===== src/lrr_pkg.sv =====
`default_nettype none

package lrr_pkg;

    localparam int unsigned QUEUE_DEPTH = 2;
    localparam int unsigned DIV_STEPS   = 32;

    localparam logic [31:0] LCG_MUL = 32'd1664525;
    localparam logic [31:0] LCG_ADD = 32'd1013904223;

    localparam logic [2:0] OP_RAW     = 3'd0;
    localparam logic [2:0] OP_UBOUND  = 3'd1;
    localparam logic [2:0] OP_URANGE  = 3'd2;
    localparam logic [2:0] OP_SBOUND  = 3'd3;
    localparam logic [2:0] OP_SRANGE  = 3'd4;
    localparam logic [2:0] OP_RESTART = 3'd5;

    localparam logic [1:0] KIND_DIRECT  = 2'd0;
    localparam logic [1:0] KIND_STEP    = 2'd1;
    localparam logic [1:0] KIND_DRAW    = 2'd2;
    localparam logic [1:0] KIND_RESTART = 2'd3;

    typedef struct packed {
        logic [1:0]  kind;
        logic        use_div;
        logic [32:0] divisor;
        logic [31:0] addend;
        logic        err;
    } job_t;

endpackage

`default_nettype wire


===== src/lcg_ranged_random_unit.sv =====
// Channel   Direction  tdata                                    tuser
// s_        in         [31:0] low_bound, [63:32] high_bound     [2:0] op
// m_        out        [31:0] value                             [0] div_error
// seed_     in         seed_we strobes seed_wdata into the seed and the generator state
//
// A word that needs a remainder passes through the back-end states in order: S_IDLE takes it
// from the queue and steps the generator, S_DIV runs the one-bit-per-cycle restoring
// remainder loop, and S_OUT loads the output register once it is free. Other words skip S_DIV.
// Reset empties the queue and the output register and sets seed and state to zero.
// Two queued words let the input keep accepting while the back end divides or stalls.
`default_nettype none

module lcg_ranged_random_unit #(
    parameter int unsigned QUEUE_DEPTH = lrr_pkg::QUEUE_DEPTH
) (
    input  wire logic        clk,
    input  wire logic        rst_n,
    input  wire logic        seed_we,
    input  wire logic [31:0] seed_wdata,
    input  wire logic        s_tvalid,
    output logic             s_tready,
    // [31:0] low_bound, [63:32] high_bound
    input  wire logic [63:0] s_tdata,
    // [2:0] op
    input  wire logic [2:0]  s_tuser,
    output logic             m_tvalid,
    input  wire logic        m_tready,
    // [31:0] value
    output logic [31:0]      m_tdata,
    // [0] div_error
    output logic             m_tuser
);

    lrr_pkg::job_t front_job;
    lrr_pkg::job_t head_job;
    logic          full;
    logic          empty;
    logic          pop;

    assign s_tready = !full;

    lrr_front u_front (
        .op         (s_tuser),
        .low_bound  (s_tdata[31:0]),
        .high_bound (s_tdata[63:32]),
        .job        (front_job)
    );

    lrr_queue #(
        .DEPTH (QUEUE_DEPTH)
    ) u_queue (
        .clk      (clk),
        .rst_n    (rst_n),
        .push     (s_tvalid),
        .push_job (front_job),
        .full     (full),
        .pop      (pop),
        .empty    (empty),
        .head_job (head_job)
    );

    lrr_back u_back (
        .clk        (clk),
        .rst_n      (rst_n),
        .seed_we    (seed_we),
        .seed_wdata (seed_wdata),
        .empty      (empty),
        .head_job   (head_job),
        .pop        (pop),
        .m_tvalid   (m_tvalid),
        .m_tready   (m_tready),
        .m_tdata    (m_tdata),
        .m_tuser    (m_tuser)
    );

endmodule

`default_nettype wire


===== src/lrr_front.sv =====
`default_nettype none

module lrr_front (
    input  wire logic [2:0]  op,
    input  wire logic [31:0] low_bound,
    input  wire logic [31:0] high_bound,
    output lrr_pkg::job_t    job
);

    logic [33:0] udiff;
    logic [33:0] sdiff;
    logic [33:0] smag;
    logic [31:0] hmag;

    assign udiff = {2'b00, high_bound} + 34'd1 - {2'b00, low_bound};
    assign sdiff = {{2{high_bound[31]}}, high_bound} + 34'd1
                 - {{2{low_bound[31]}}, low_bound};
    assign smag  = sdiff[33] ? (34'd0 - sdiff) : sdiff;
    assign hmag  = high_bound[31] ? (32'd0 - high_bound) : high_bound;

    always_comb
    begin
        job = '0;
        case (op)
            lrr_pkg::OP_RAW:
            begin
                job.kind = lrr_pkg::KIND_DRAW;
            end
            lrr_pkg::OP_UBOUND:
            begin
                if (high_bound != 32'd0)
                begin
                    job.kind    = lrr_pkg::KIND_DRAW;
                    job.use_div = 1'b1;
                    job.divisor = {1'b0, high_bound};
                    job.addend  = 32'd1;
                end
            end
            lrr_pkg::OP_URANGE:
            begin
                job.addend = low_bound;
                if (high_bound == low_bound)
                begin
                    job.kind = lrr_pkg::KIND_DIRECT;
                end
                else if (udiff == 34'd0)
                begin
                    job.kind = lrr_pkg::KIND_STEP;
                    job.err  = 1'b1;
                end
                else
                begin
                    // A negative span sets udiff[33] and turns the remainder off, so the draw passes unchanged.
                    job.kind    = lrr_pkg::KIND_DRAW;
                    job.use_div = !udiff[33];
                    job.divisor = udiff[32:0];
                end
            end
            lrr_pkg::OP_SBOUND:
            begin
                if (high_bound != 32'd0)
                begin
                    job.kind    = lrr_pkg::KIND_DRAW;
                    job.use_div = 1'b1;
                    job.divisor = {1'b0, hmag};
                    job.addend  = 32'd1;
                end
            end
            lrr_pkg::OP_SRANGE:
            begin
                job.addend = low_bound;
                if (high_bound == low_bound)
                begin
                    job.kind = lrr_pkg::KIND_DIRECT;
                end
                else if (sdiff == 34'd0)
                begin
                    job.kind = lrr_pkg::KIND_STEP;
                    job.err  = 1'b1;
                end
                else
                begin
                    job.kind    = lrr_pkg::KIND_DRAW;
                    job.use_div = 1'b1;
                    job.divisor = smag[32:0];
                end
            end
            lrr_pkg::OP_RESTART:
            begin
                job.kind = lrr_pkg::KIND_RESTART;
            end
            default:
            begin
                job.kind = lrr_pkg::KIND_DIRECT;
            end
        endcase
    end

endmodule

`default_nettype wire


===== src/lrr_queue.sv =====
`default_nettype none

module lrr_queue #(
    parameter int unsigned DEPTH = lrr_pkg::QUEUE_DEPTH
) (
    input  wire logic          clk,
    input  wire logic          rst_n,
    input  wire logic          push,
    input  wire lrr_pkg::job_t push_job,
    output logic               full,
    input  wire logic          pop,
    output logic               empty,
    output lrr_pkg::job_t      head_job
);

    localparam int unsigned IW = (DEPTH > 1) ? $clog2(DEPTH) : 1;
    localparam int unsigned CW = $clog2(DEPTH + 1);

    lrr_pkg::job_t   mem_reg [DEPTH];
    logic [IW-1:0]   rd_ptr_reg, rd_ptr_next;
    logic [IW-1:0]   wr_ptr_reg, wr_ptr_next;
    logic [CW-1:0]   count_reg, count_next;
    logic            do_push;
    logic            do_pop;

    assign full     = (count_reg == CW'(DEPTH));
    assign empty    = (count_reg == '0);
    assign do_push  = push && !full;
    assign do_pop   = pop && !empty;
    assign head_job = mem_reg[rd_ptr_reg];

    always_comb
    begin
        rd_ptr_next = rd_ptr_reg;
        wr_ptr_next = wr_ptr_reg;
        count_next  = count_reg;
        if (do_push)
        begin
            wr_ptr_next = (wr_ptr_reg == IW'(DEPTH - 1)) ? '0 : wr_ptr_reg + 1'b1;
        end
        if (do_pop)
        begin
            rd_ptr_next = (rd_ptr_reg == IW'(DEPTH - 1)) ? '0 : rd_ptr_reg + 1'b1;
        end
        if (do_push && !do_pop)
        begin
            count_next = count_reg + 1'b1;
        end
        else if (do_pop && !do_push)
        begin
            count_next = count_reg - 1'b1;
        end
    end

    always_ff @(posedge clk or negedge rst_n)
    begin
        if (!rst_n)
        begin
            rd_ptr_reg <= '0;
            wr_ptr_reg <= '0;
            count_reg  <= '0;
        end
        else
        begin
            rd_ptr_reg <= rd_ptr_next;
            wr_ptr_reg <= wr_ptr_next;
            count_reg  <= count_next;
        end
    end

    always_ff @(posedge clk)
    begin
        if (do_push)
        begin
            mem_reg[wr_ptr_reg] <= push_job;
        end
    end

endmodule

`default_nettype wire


===== src/lrr_back.sv =====
`default_nettype none

module lrr_back (
    input  wire logic          clk,
    input  wire logic          rst_n,
    input  wire logic          seed_we,
    input  wire logic [31:0]   seed_wdata,
    input  wire logic          empty,
    input  wire lrr_pkg::job_t head_job,
    output logic               pop,
    output logic               m_tvalid,
    input  wire logic          m_tready,
    output logic [31:0]        m_tdata,
    output logic               m_tuser
);

    localparam logic [1:0] S_IDLE = 2'd0;
    localparam logic [1:0] S_DIV  = 2'd1;
    localparam logic [1:0] S_OUT  = 2'd2;

    localparam int unsigned CNT_W = $clog2(lrr_pkg::DIV_STEPS);

    logic [1:0]       state_reg, state_next;
    logic [31:0]      current_reg, current_next;
    logic [31:0]      seed_reg, seed_next;
    logic [CNT_W-1:0] count_reg, count_next;
    logic             out_valid_reg, out_valid_next;

    lrr_pkg::job_t    job_reg, job_next;
    logic [31:0]      dividend_reg, dividend_next;
    logic [32:0]      rem_reg, rem_next;
    logic [31:0]      res_reg, res_next;
    logic [31:0]      out_value_reg, out_value_next;
    logic             out_err_reg, out_err_next;

    logic [31:0]      product;
    logic [31:0]      lcg_next;
    logic [33:0]      trial;
    logic [33:0]      rem_shift;

    assign product   = current_reg * lrr_pkg::LCG_MUL;
    assign lcg_next  = product + lrr_pkg::LCG_ADD;
    assign trial     = {rem_reg, dividend_reg[31]};
    assign rem_shift = (trial >= {1'b0, job_reg.divisor})
                     ? trial - {1'b0, job_reg.divisor} : trial;

    assign pop      = (state_reg == S_IDLE) && !empty;
    assign m_tvalid = out_valid_reg;
    assign m_tdata  = out_value_reg;
    assign m_tuser  = out_err_reg;

    always_comb
    begin
        state_next     = state_reg;
        current_next   = current_reg;
        seed_next      = seed_reg;
        count_next     = count_reg;
        out_valid_next = out_valid_reg;
        job_next       = job_reg;
        dividend_next  = dividend_reg;
        rem_next       = rem_reg;
        res_next       = res_reg;
        out_value_next = out_value_reg;
        out_err_next   = out_err_reg;

        if (m_tready)
        begin
            out_valid_next = 1'b0;
        end

        case (state_reg)
            S_IDLE:
            begin
                if (!empty)
                begin
                    job_next   = head_job;
                    res_next   = 32'd0;
                    state_next = S_OUT;
                    case (head_job.kind)
                        lrr_pkg::KIND_RESTART:
                        begin
                            current_next = seed_reg;
                            res_next     = seed_reg;
                        end
                        lrr_pkg::KIND_STEP:
                        begin
                            current_next = lcg_next;
                        end
                        lrr_pkg::KIND_DRAW:
                        begin
                            current_next = lcg_next;
                            if (head_job.use_div)
                            begin
                                dividend_next = lcg_next;
                                rem_next      = '0;
                                count_next    = '0;
                                state_next    = S_DIV;
                            end
                            else
                            begin
                                res_next = lcg_next;
                            end
                        end
                        default:
                        begin
                            res_next = 32'd0;
                        end
                    endcase
                end
            end
            S_DIV:
            begin
                rem_next      = rem_shift[32:0];
                dividend_next = {dividend_reg[30:0], 1'b0};
                count_next    = count_reg + 1'b1;
                if (count_reg == CNT_W'(lrr_pkg::DIV_STEPS - 1))
                begin
                    res_next   = rem_shift[31:0];
                    state_next = S_OUT;
                end
            end
            S_OUT:
            begin
                if (!out_valid_reg || m_tready)
                begin
                    out_valid_next = 1'b1;
                    out_value_next = res_reg + job_reg.addend;
                    out_err_next   = job_reg.err;
                    state_next     = S_IDLE;
                end
            end
            default:
            begin
                state_next = S_IDLE;
            end
        endcase

        if (seed_we)
        begin
            seed_next    = seed_wdata;
            current_next = seed_wdata;
        end
    end

    always_ff @(posedge clk or negedge rst_n)
    begin
        if (!rst_n)
        begin
            state_reg     <= S_IDLE;
            current_reg   <= 32'd0;
            seed_reg      <= 32'd0;
            count_reg     <= '0;
            out_valid_reg <= 1'b0;
        end
        else
        begin
            state_reg     <= state_next;
            current_reg   <= current_next;
            seed_reg      <= seed_next;
            count_reg     <= count_next;
            out_valid_reg <= out_valid_next;
        end
    end

    always_ff @(posedge clk)
    begin
        job_reg       <= job_next;
        dividend_reg  <= dividend_next;
        rem_reg       <= rem_next;
        res_reg       <= res_next;
        out_value_reg <= out_value_next;
        out_err_reg   <= out_err_next;
    end

endmodule

`default_nettype wire


===== config.mk =====
export PLATFORM = sky130hd
export DESIGN_NAME = lcg_ranged_random_unit
export DESIGN_NICKNAME = d
export VERILOG_FILES = /design/src/lrr_pkg.sv /design/src/lcg_ranged_random_unit.sv /design/src/lrr_front.sv /design/src/lrr_queue.sv /design/src/lrr_back.sv
export SDC_FILE = /design/constraint.sdc
export NUM_CORES = 1
export LEC_CHECK = 0
export BUFFER_PORTS_ARGS = -buffer_cell sky130_fd_sc_hd__buf_2
export CORE_MARGIN = 5
export CORE_UTILIZATION = 62
export CTS_CLUSTER_SIZE = 24
export DETAILED_ROUTE_END_ITERATION = 8
export PLACE_DENSITY = 0.8
export SYNTH_ARGS = -nofsm -noshare
export SYNTH_HDL_FRONTEND = slang
export SYNTH_SLANG_ARGS = --single-unit

===== constraint.sdc =====
create_clock -name clk -period 8.8 [get_ports clk]
set_input_delay 0.44 -clock clk [delete_from_list [all_inputs] [get_ports clk]]
set_output_delay 0.44 -clock clk [all_outputs]
set_load 0.02 [all_outputs]

==> results.md, run 1 <==
- Grt total ovfl: 0
- Synth Register Bits: 410
- Die height: 232 um
- Post-synthesis cell count: 2987
- Multi-input gate area: 16800 um^2
- Total CTS buffers: 43
- CTS tree: done
- IO buf count: 138
- Critical path's largest stage delay: 0.90 ns
- Fmax: 0.130 GHz
- Die area: 53900 um^2
- Rows: 81
- Final Net Count: 3640
- Final worst path period need: 7.66 ns
- Ports: 139
- Tot GR Track Use: 32.3%
- RSZ-0062 raised after global routing: no
- First-pass GRT wire length: 135000 um
- Worst-Margin Slew: 1.19 ns
- Number of global-route vias before repair: 23700
- Syn. warnings: 0
- Critical Path AT: 8.00 ns
- Pin count of the biggest net entering global routing: 73
- Initial antenna violation count: 2
- Worst hold margin: 0.101 ns
- Mapped cell area: 30600 um^2
- Worst Skew: 0.0437 ns
- Diode count: 0
- Number of enable flip-flop cells after synthesis: 334
- Final ANT Viol Nets: 0
- Vias post-DR: 23700
- Post-CTS Setup Bufs: 0
- Syn_nets: 3527
- Main synth FF type: edfxtp_1
- Num Clock Sinks: 410
- CP endpoint kind: flop
- Slowest CP cell: a2111oi_0
- Core box area: 49000 um^2
- DR pass1 iterations: 6
- Root Driver: clkbuf_16
- Reg area: 11900 um^2
- DP HPWL: 68800 um
- CP Cell Sequence: inv_1, ha_1, xor2_1, xor2_1, fa_1, inv_1, fa_1, fa_1, fa_1, inv_1, fa_1, inv_1, ha_1, nand3_1, nor2_1, nand2_1, nor2_1, a2111oi_0, nor2_1, nand4_1, nand4b_1, a21oi_1, xnor2_1, a221o_1
- CP startpoint kind: flop
- Post_cts resized: 0
- Mapped Avg Cell Area: 10.3 um^2
- Worst path required time: 9.14 ns
- Post-synth ARST share: 18.5%
- CTS H-tree depth: 2
- Final worst-path cycle share: 87.1%
- Util after Layout: 68.4%
- Setup TNS: 0 ns
- FILL cells: 3682
- Status: finished clean
- Most frequent CP cell: fa_1
- Max cap viols: 0
- Initial core utilization: 62.6%
- Post-synth cell types: 85
- Final GP Congestion: 1.01
- Drt drc: 0
- Worst Hold Class: input port to flop
- Via/cell ratio: 6.24
- Crit Path Max Fanout: 11
- Slew margin rel.: 20.9%
- Layout cell share with drive strength beyond 1: 11.0%
- Sequential fraction of the synthesis area: 39.0%
- Area growth, synth to finish: 9.27%
- Max reg flops: 138
- Post-route cell area: 33500 um^2
- Setup CP Type: flop to flop
- WL final: 87300 um
- Reg clk slew, reported paths: 0.06 ns
- Post-DP Area: 32000 um^2
- Fin. max-slew vios: 0
- Die width: 232 um
- Setup violators final: 0
- Clock latency on the worst-skew pair: 0.60 ns
- Final hold violations: 0
- Deepest clock path buffer count: 3
- Routed WL per cell: 23.0 um
- DRC violation total after the first TritonRoute iteration: 2373
-- layout by cell type, fill, tap and decap left out, types with 18 or more instances in the layout --
cell	count
inv_1	423
edfxtp_1	334
mux2i_1	27
a221o_1	34
buf_4	23
or3_1	19
dfrtp_1	75
nand2_1	235
nor2b_1	21
mux2_2	76
nand2b_1	22
o21ai_0	168
a21oi_1	182
xnor2_1	116
clkbuf_16	43
and2_1	18
o31ai_1	19
nand4_1	27
xor2_1	46
o21a_1	29
fa_1	141
buf_2	137
nor2_1	162
nor3_1	69
nand3_1	28
a21o_1	54
ha_1	295
-- layer usage --
metal / routed length, um / GRT usage [%] / up-vias
li1: - / - / 10800
met1: 34900 / 42.6 / 11600
met2: 41700 / 53.7 / 1082
met3: 6440 / 5.34 / 226
met4: 4250 / 13.2 / 0
met5: 0 / 0 / -
-- logic make-up after synthesis --
kind of cell / Yosys count / synth area share, %
compound gates: 669 / 14.4
flops: 410 / 39.0
mux: 103 / 3.68
xor+xnor: 163 / 4.66
buf+inv: 520 / 6.41
fa+ha+maj: 436 / 21.3
simple gates: 686 / 10.7
-- synth_stat cells, drive strengths merged, types with 69 or more instances --
library cell	count	area, um^2
nor3	69	345
nand2	235	882
inv	426	1600
edfxtp	334	10000
fa	141	2820
mux2	76	856
o21ai	169	846
ha	295	3690
nor2	164	616
dfrtp	76	1900
clkbuf	79	297
xnor2	117	1020
a21oi	183	916
-- critical path, delay by kind of cell, from the launching register on --
kind / cells / cell delay, ns
fa+ha+maj: 7 / 3.47
compound gates: 3 / 1.41
simple gates: 7 / 0.92
xor+xnor: 3 / 0.66
flops: 1 / 0.59
buf+inv: 4 / 0.35
-- per-stage QoR --
stage / std cells / setup slack [ns]
2_1_floorplan: 2987 / 2.08
3_3_place_gp: 3718 / 1.34
3_5_place_dp: 3718 / 1.19
4_1_cts: 3798 / 1.18
5_1_grt: 3798 / 0.705
6_report: 3798 / 1.14
-- timing repair --
item | in CTS | in global routing
endpoints found under the setup margin | 0 | 0
hold buffers | 1 | 0
endpoints found under the hold margin | 25 | 0
-- worst paths after layout --
check / from / cells after the start / to / slack, ns
min in group asynchronous: rst_n / 2 / u_back.current_reg[19] / 0.31
worst max-delay path: u_back.current_reg[1] / 24 / u_back.res_reg[31] / 1.14
max in group asynchronous: rst_n / 3 / u_back.seed_reg[6] / 7.36
worst min register to register: u_queue.count_reg[1] / 1 / u_queue.count_reg[1] / 0.49
worst max register to register: u_back.current_reg[1] / 24 / u_back.res_reg[31] / 1.14
worst min-delay path: seed_wdata[28] / 3 / u_back.current_reg[28] / 0.10
-- area by class of cell --
cell class	count	area share, %
Timing Repair Buffer	161	2.59
Multi-Input combinational cell	2057	50.1
Clock buffer	50	3.32
Inverter	427	4.79
Sequential cell	410	35.7
Tap cell	664	2.48
Clock inverter	29	1.01
Power of run 1 is left out: the tool's default activity adds up to more than one toggle a clock period on the data nets, which glitch-free logic cannot reach.
==> run 2: changes to the inputs <==
--- a/config.mk
+++ b/config.mk
@@ -10,6 +10,7 @@
 export CORE_UTILIZATION = 62
 export CTS_CLUSTER_SIZE = 24
 export DETAILED_ROUTE_END_ITERATION = 8
+export HOLD_SLACK_MARGIN = 0.15
 export PLACE_DENSITY = 0.8
 export SYNTH_ARGS = -nofsm -noshare
 export SYNTH_HDL_FRONTEND = slang
==> results.md, run 2 (synthesis results as in run 1) <==
- Core box area: 49000 um^2 (unchanged)
- RSZ-0062 raised after global routing: no
- Post-route cell area: 33700 um^2 (+0.73%)
- Post-CTS Setup Bufs: 0 (unchanged)
- Fin. max-slew vios: 0 (unchanged)
- Num Clock Sinks: 410 (unchanged)
- Worst Hold Class: input port to flop
- Fin cells: 3823 (+0.66%)
- Pin count of the biggest net entering global routing: 73 (unchanged)
- Die width: 232 um (unchanged)
- CTS tree: done
- DP HPWL: 68800 um (unchanged)
- Initial antenna violation count: 2 (unchanged)
- Number of global-route vias before repair: 23800 (+0.38%)
- Worst Skew: 0.0479 ns (+0.00423 ns)
- Initial core utilization: 62.6% (unchanged)
- Status: finished clean
- Crit Path Max Fanout: 11 (unchanged)
- Final ANT Viol Nets: 0 (unchanged)
- Post-DP Area: 32000 um^2 (unchanged)
- Most frequent cells in the layout: 423 x inv_1, 334 x edfxtp_1, 295 x ha_1
- DRC violation total after the first TritonRoute iteration: 2486 (+4.8%)
- CTS H-tree depth: 2 (unchanged)
- Fmax: 0.131 GHz (+0.18%)
- Commonest non-fill, non-tap cell in the layout: inv_1
- CP startpoint kind: flop
- Max cap viols: 0 (unchanged)
- Worst-Margin Slew: 1.20 ns (+0.0169 ns)
- WL final: 87900 um (+0.67%)
- Slew margin rel.: 19.8% (-1.1 points)
- Placed cells: 3718 (unchanged)
- Area growth, synth to finish: 10.1%
- Root Driver: clkbuf_16
- Critical Path AT: 7.99 ns (about the same)
- Die height: 232 um (unchanged)
- Clock latency on the worst-skew pair: 0.61 ns (about the same)
- First-pass GRT wire length: 136000 um (+0.52%)
- Final worst-path cycle share: 86.9% (-0.16 points)
- IO buf count: 138 (unchanged)
- Layout cell share with drive strength beyond 1: 10.9% (-0.084 points)
- Routed WL per cell: 23.0 um (about the same)
- Tot GR Track Use: 32.5% (+0.16 points)
- Grt total ovfl: 0 (unchanged)
- Reg clk slew, reported paths: 0.07 ns (about the same)
- Post_cts resized: 0 (unchanged)
- Ports: 139 (unchanged)
- Final GP Congestion: 1.01 (unchanged)
- Final worst path period need: 7.65 ns (-0.0140 ns)
- Total CTS buffers: 43 (unchanged)
- CP endpoint kind: flop
- Final Net Count: 3664 (+0.66%)
- Die area: 53900 um^2 (unchanged)
- Via/cell ratio: 6.22 (-0.32%)
- DR pass1 iterations: 7 (+1)
- Final hold violations: 0 (unchanged)
- Rows: 81 (unchanged)
- Setup violators final: 0 (unchanged)
- Worst path required time: 9.14 ns (about the same)
- Deepest clock path buffer count: 3 (unchanged)
- Drt drc: 0 (unchanged)
- Setup CP Type: flop to flop
- Vias post-DR: 23800 (+0.33%)
- Setup TNS: 0 ns (unchanged)
- Max reg flops: 138 (unchanged)
==> run 2: cell count changes in the layout (fill, tap and decap cells not counted) <==
cell           change
dlygate4sd3_1     +24
diode_2            +1
==> run 2: through the flow <==
stage	hold slack (ns)	utilization, %	setup slack [ns]
after floorplan	0.144	-	2.08
after global placement	0.373	65.4	1.34
after detailed placement	0.383	65.4	1.19
after CTS	0.151	68.8	1.18
after global routing	0.155	68.9	0.705
final	0.154	68.9	1.15
==> run 2: timing repair <==
item | 4_1_cts | 5_1_grt
endpoints found under the setup margin | 0 | 0
hold buffers | 24 | 1
endpoints found under the hold margin | 62 | 1
==> run 2: worst max-delay path: stages, from the launching register on <==
cell and delay, ns:
dfrtp_1 0.59, inv_1 0.20, ha_1 0.44, xor2_1 0.34, xor2_1 0.18, fa_1 0.58, inv_1 0.06, fa_1 0.52
fa_1 0.53, fa_1 0.54, inv_1 0.05, fa_1 0.53, inv_1 0.04, ha_1 0.33, nand3_1 0.21, nor2_1 0.11
nand2_1 0.07, nor2_1 0.03, a2111oi_0 0.89, nor2_1 0.23, nand4_1 0.16, nand4b_1 0.09, a21oi_1 0.19, xnor2_1 0.15
a221o_1 0.32
==> run 2: cell type report <==
type                    instances  area, um^2
multi-input cells            2057       16800
clock buffers                  50        1110
diodes                          1        2.50
fillers                      3640       15200
well taps                     664         831
inverters                     427        1600
clock inverters                29         339
flip-flops and latches        410       11900
repair buffers                185        1110
==> run 2: layer usage <==
layer / track usage, % / up-vias / share of wire (%)
met5: 0 / - / 0
met4: 13.2 / 0 / 4.8
met3: 5.38 / 219 / 7.6
met2: 54.1 / 1109 / 48
met1: 42.7 / 11600 / 40
li1: - / 10800 / -
==> run 2: final timing paths <==
path                                  startpoint                     end  slack [ns]  cells past startpoint
min reg2reg                 u_queue.count_reg[1]    u_queue.count_reg[1]        0.49                      1
max                        u_back.current_reg[1]      u_back.res_reg[31]        1.15                     24
max in group asynchronous                  rst_n      u_back.seed_reg[3]        7.36                      3
max reg2reg                u_back.current_reg[1]      u_back.res_reg[31]        1.15                     24
min in group asynchronous                  rst_n  u_back.current_reg[19]        0.30                      2
min                                seed_wdata[6]   u_back.current_reg[6]        0.15                      3
Power of run 2 is left out for the same reason.
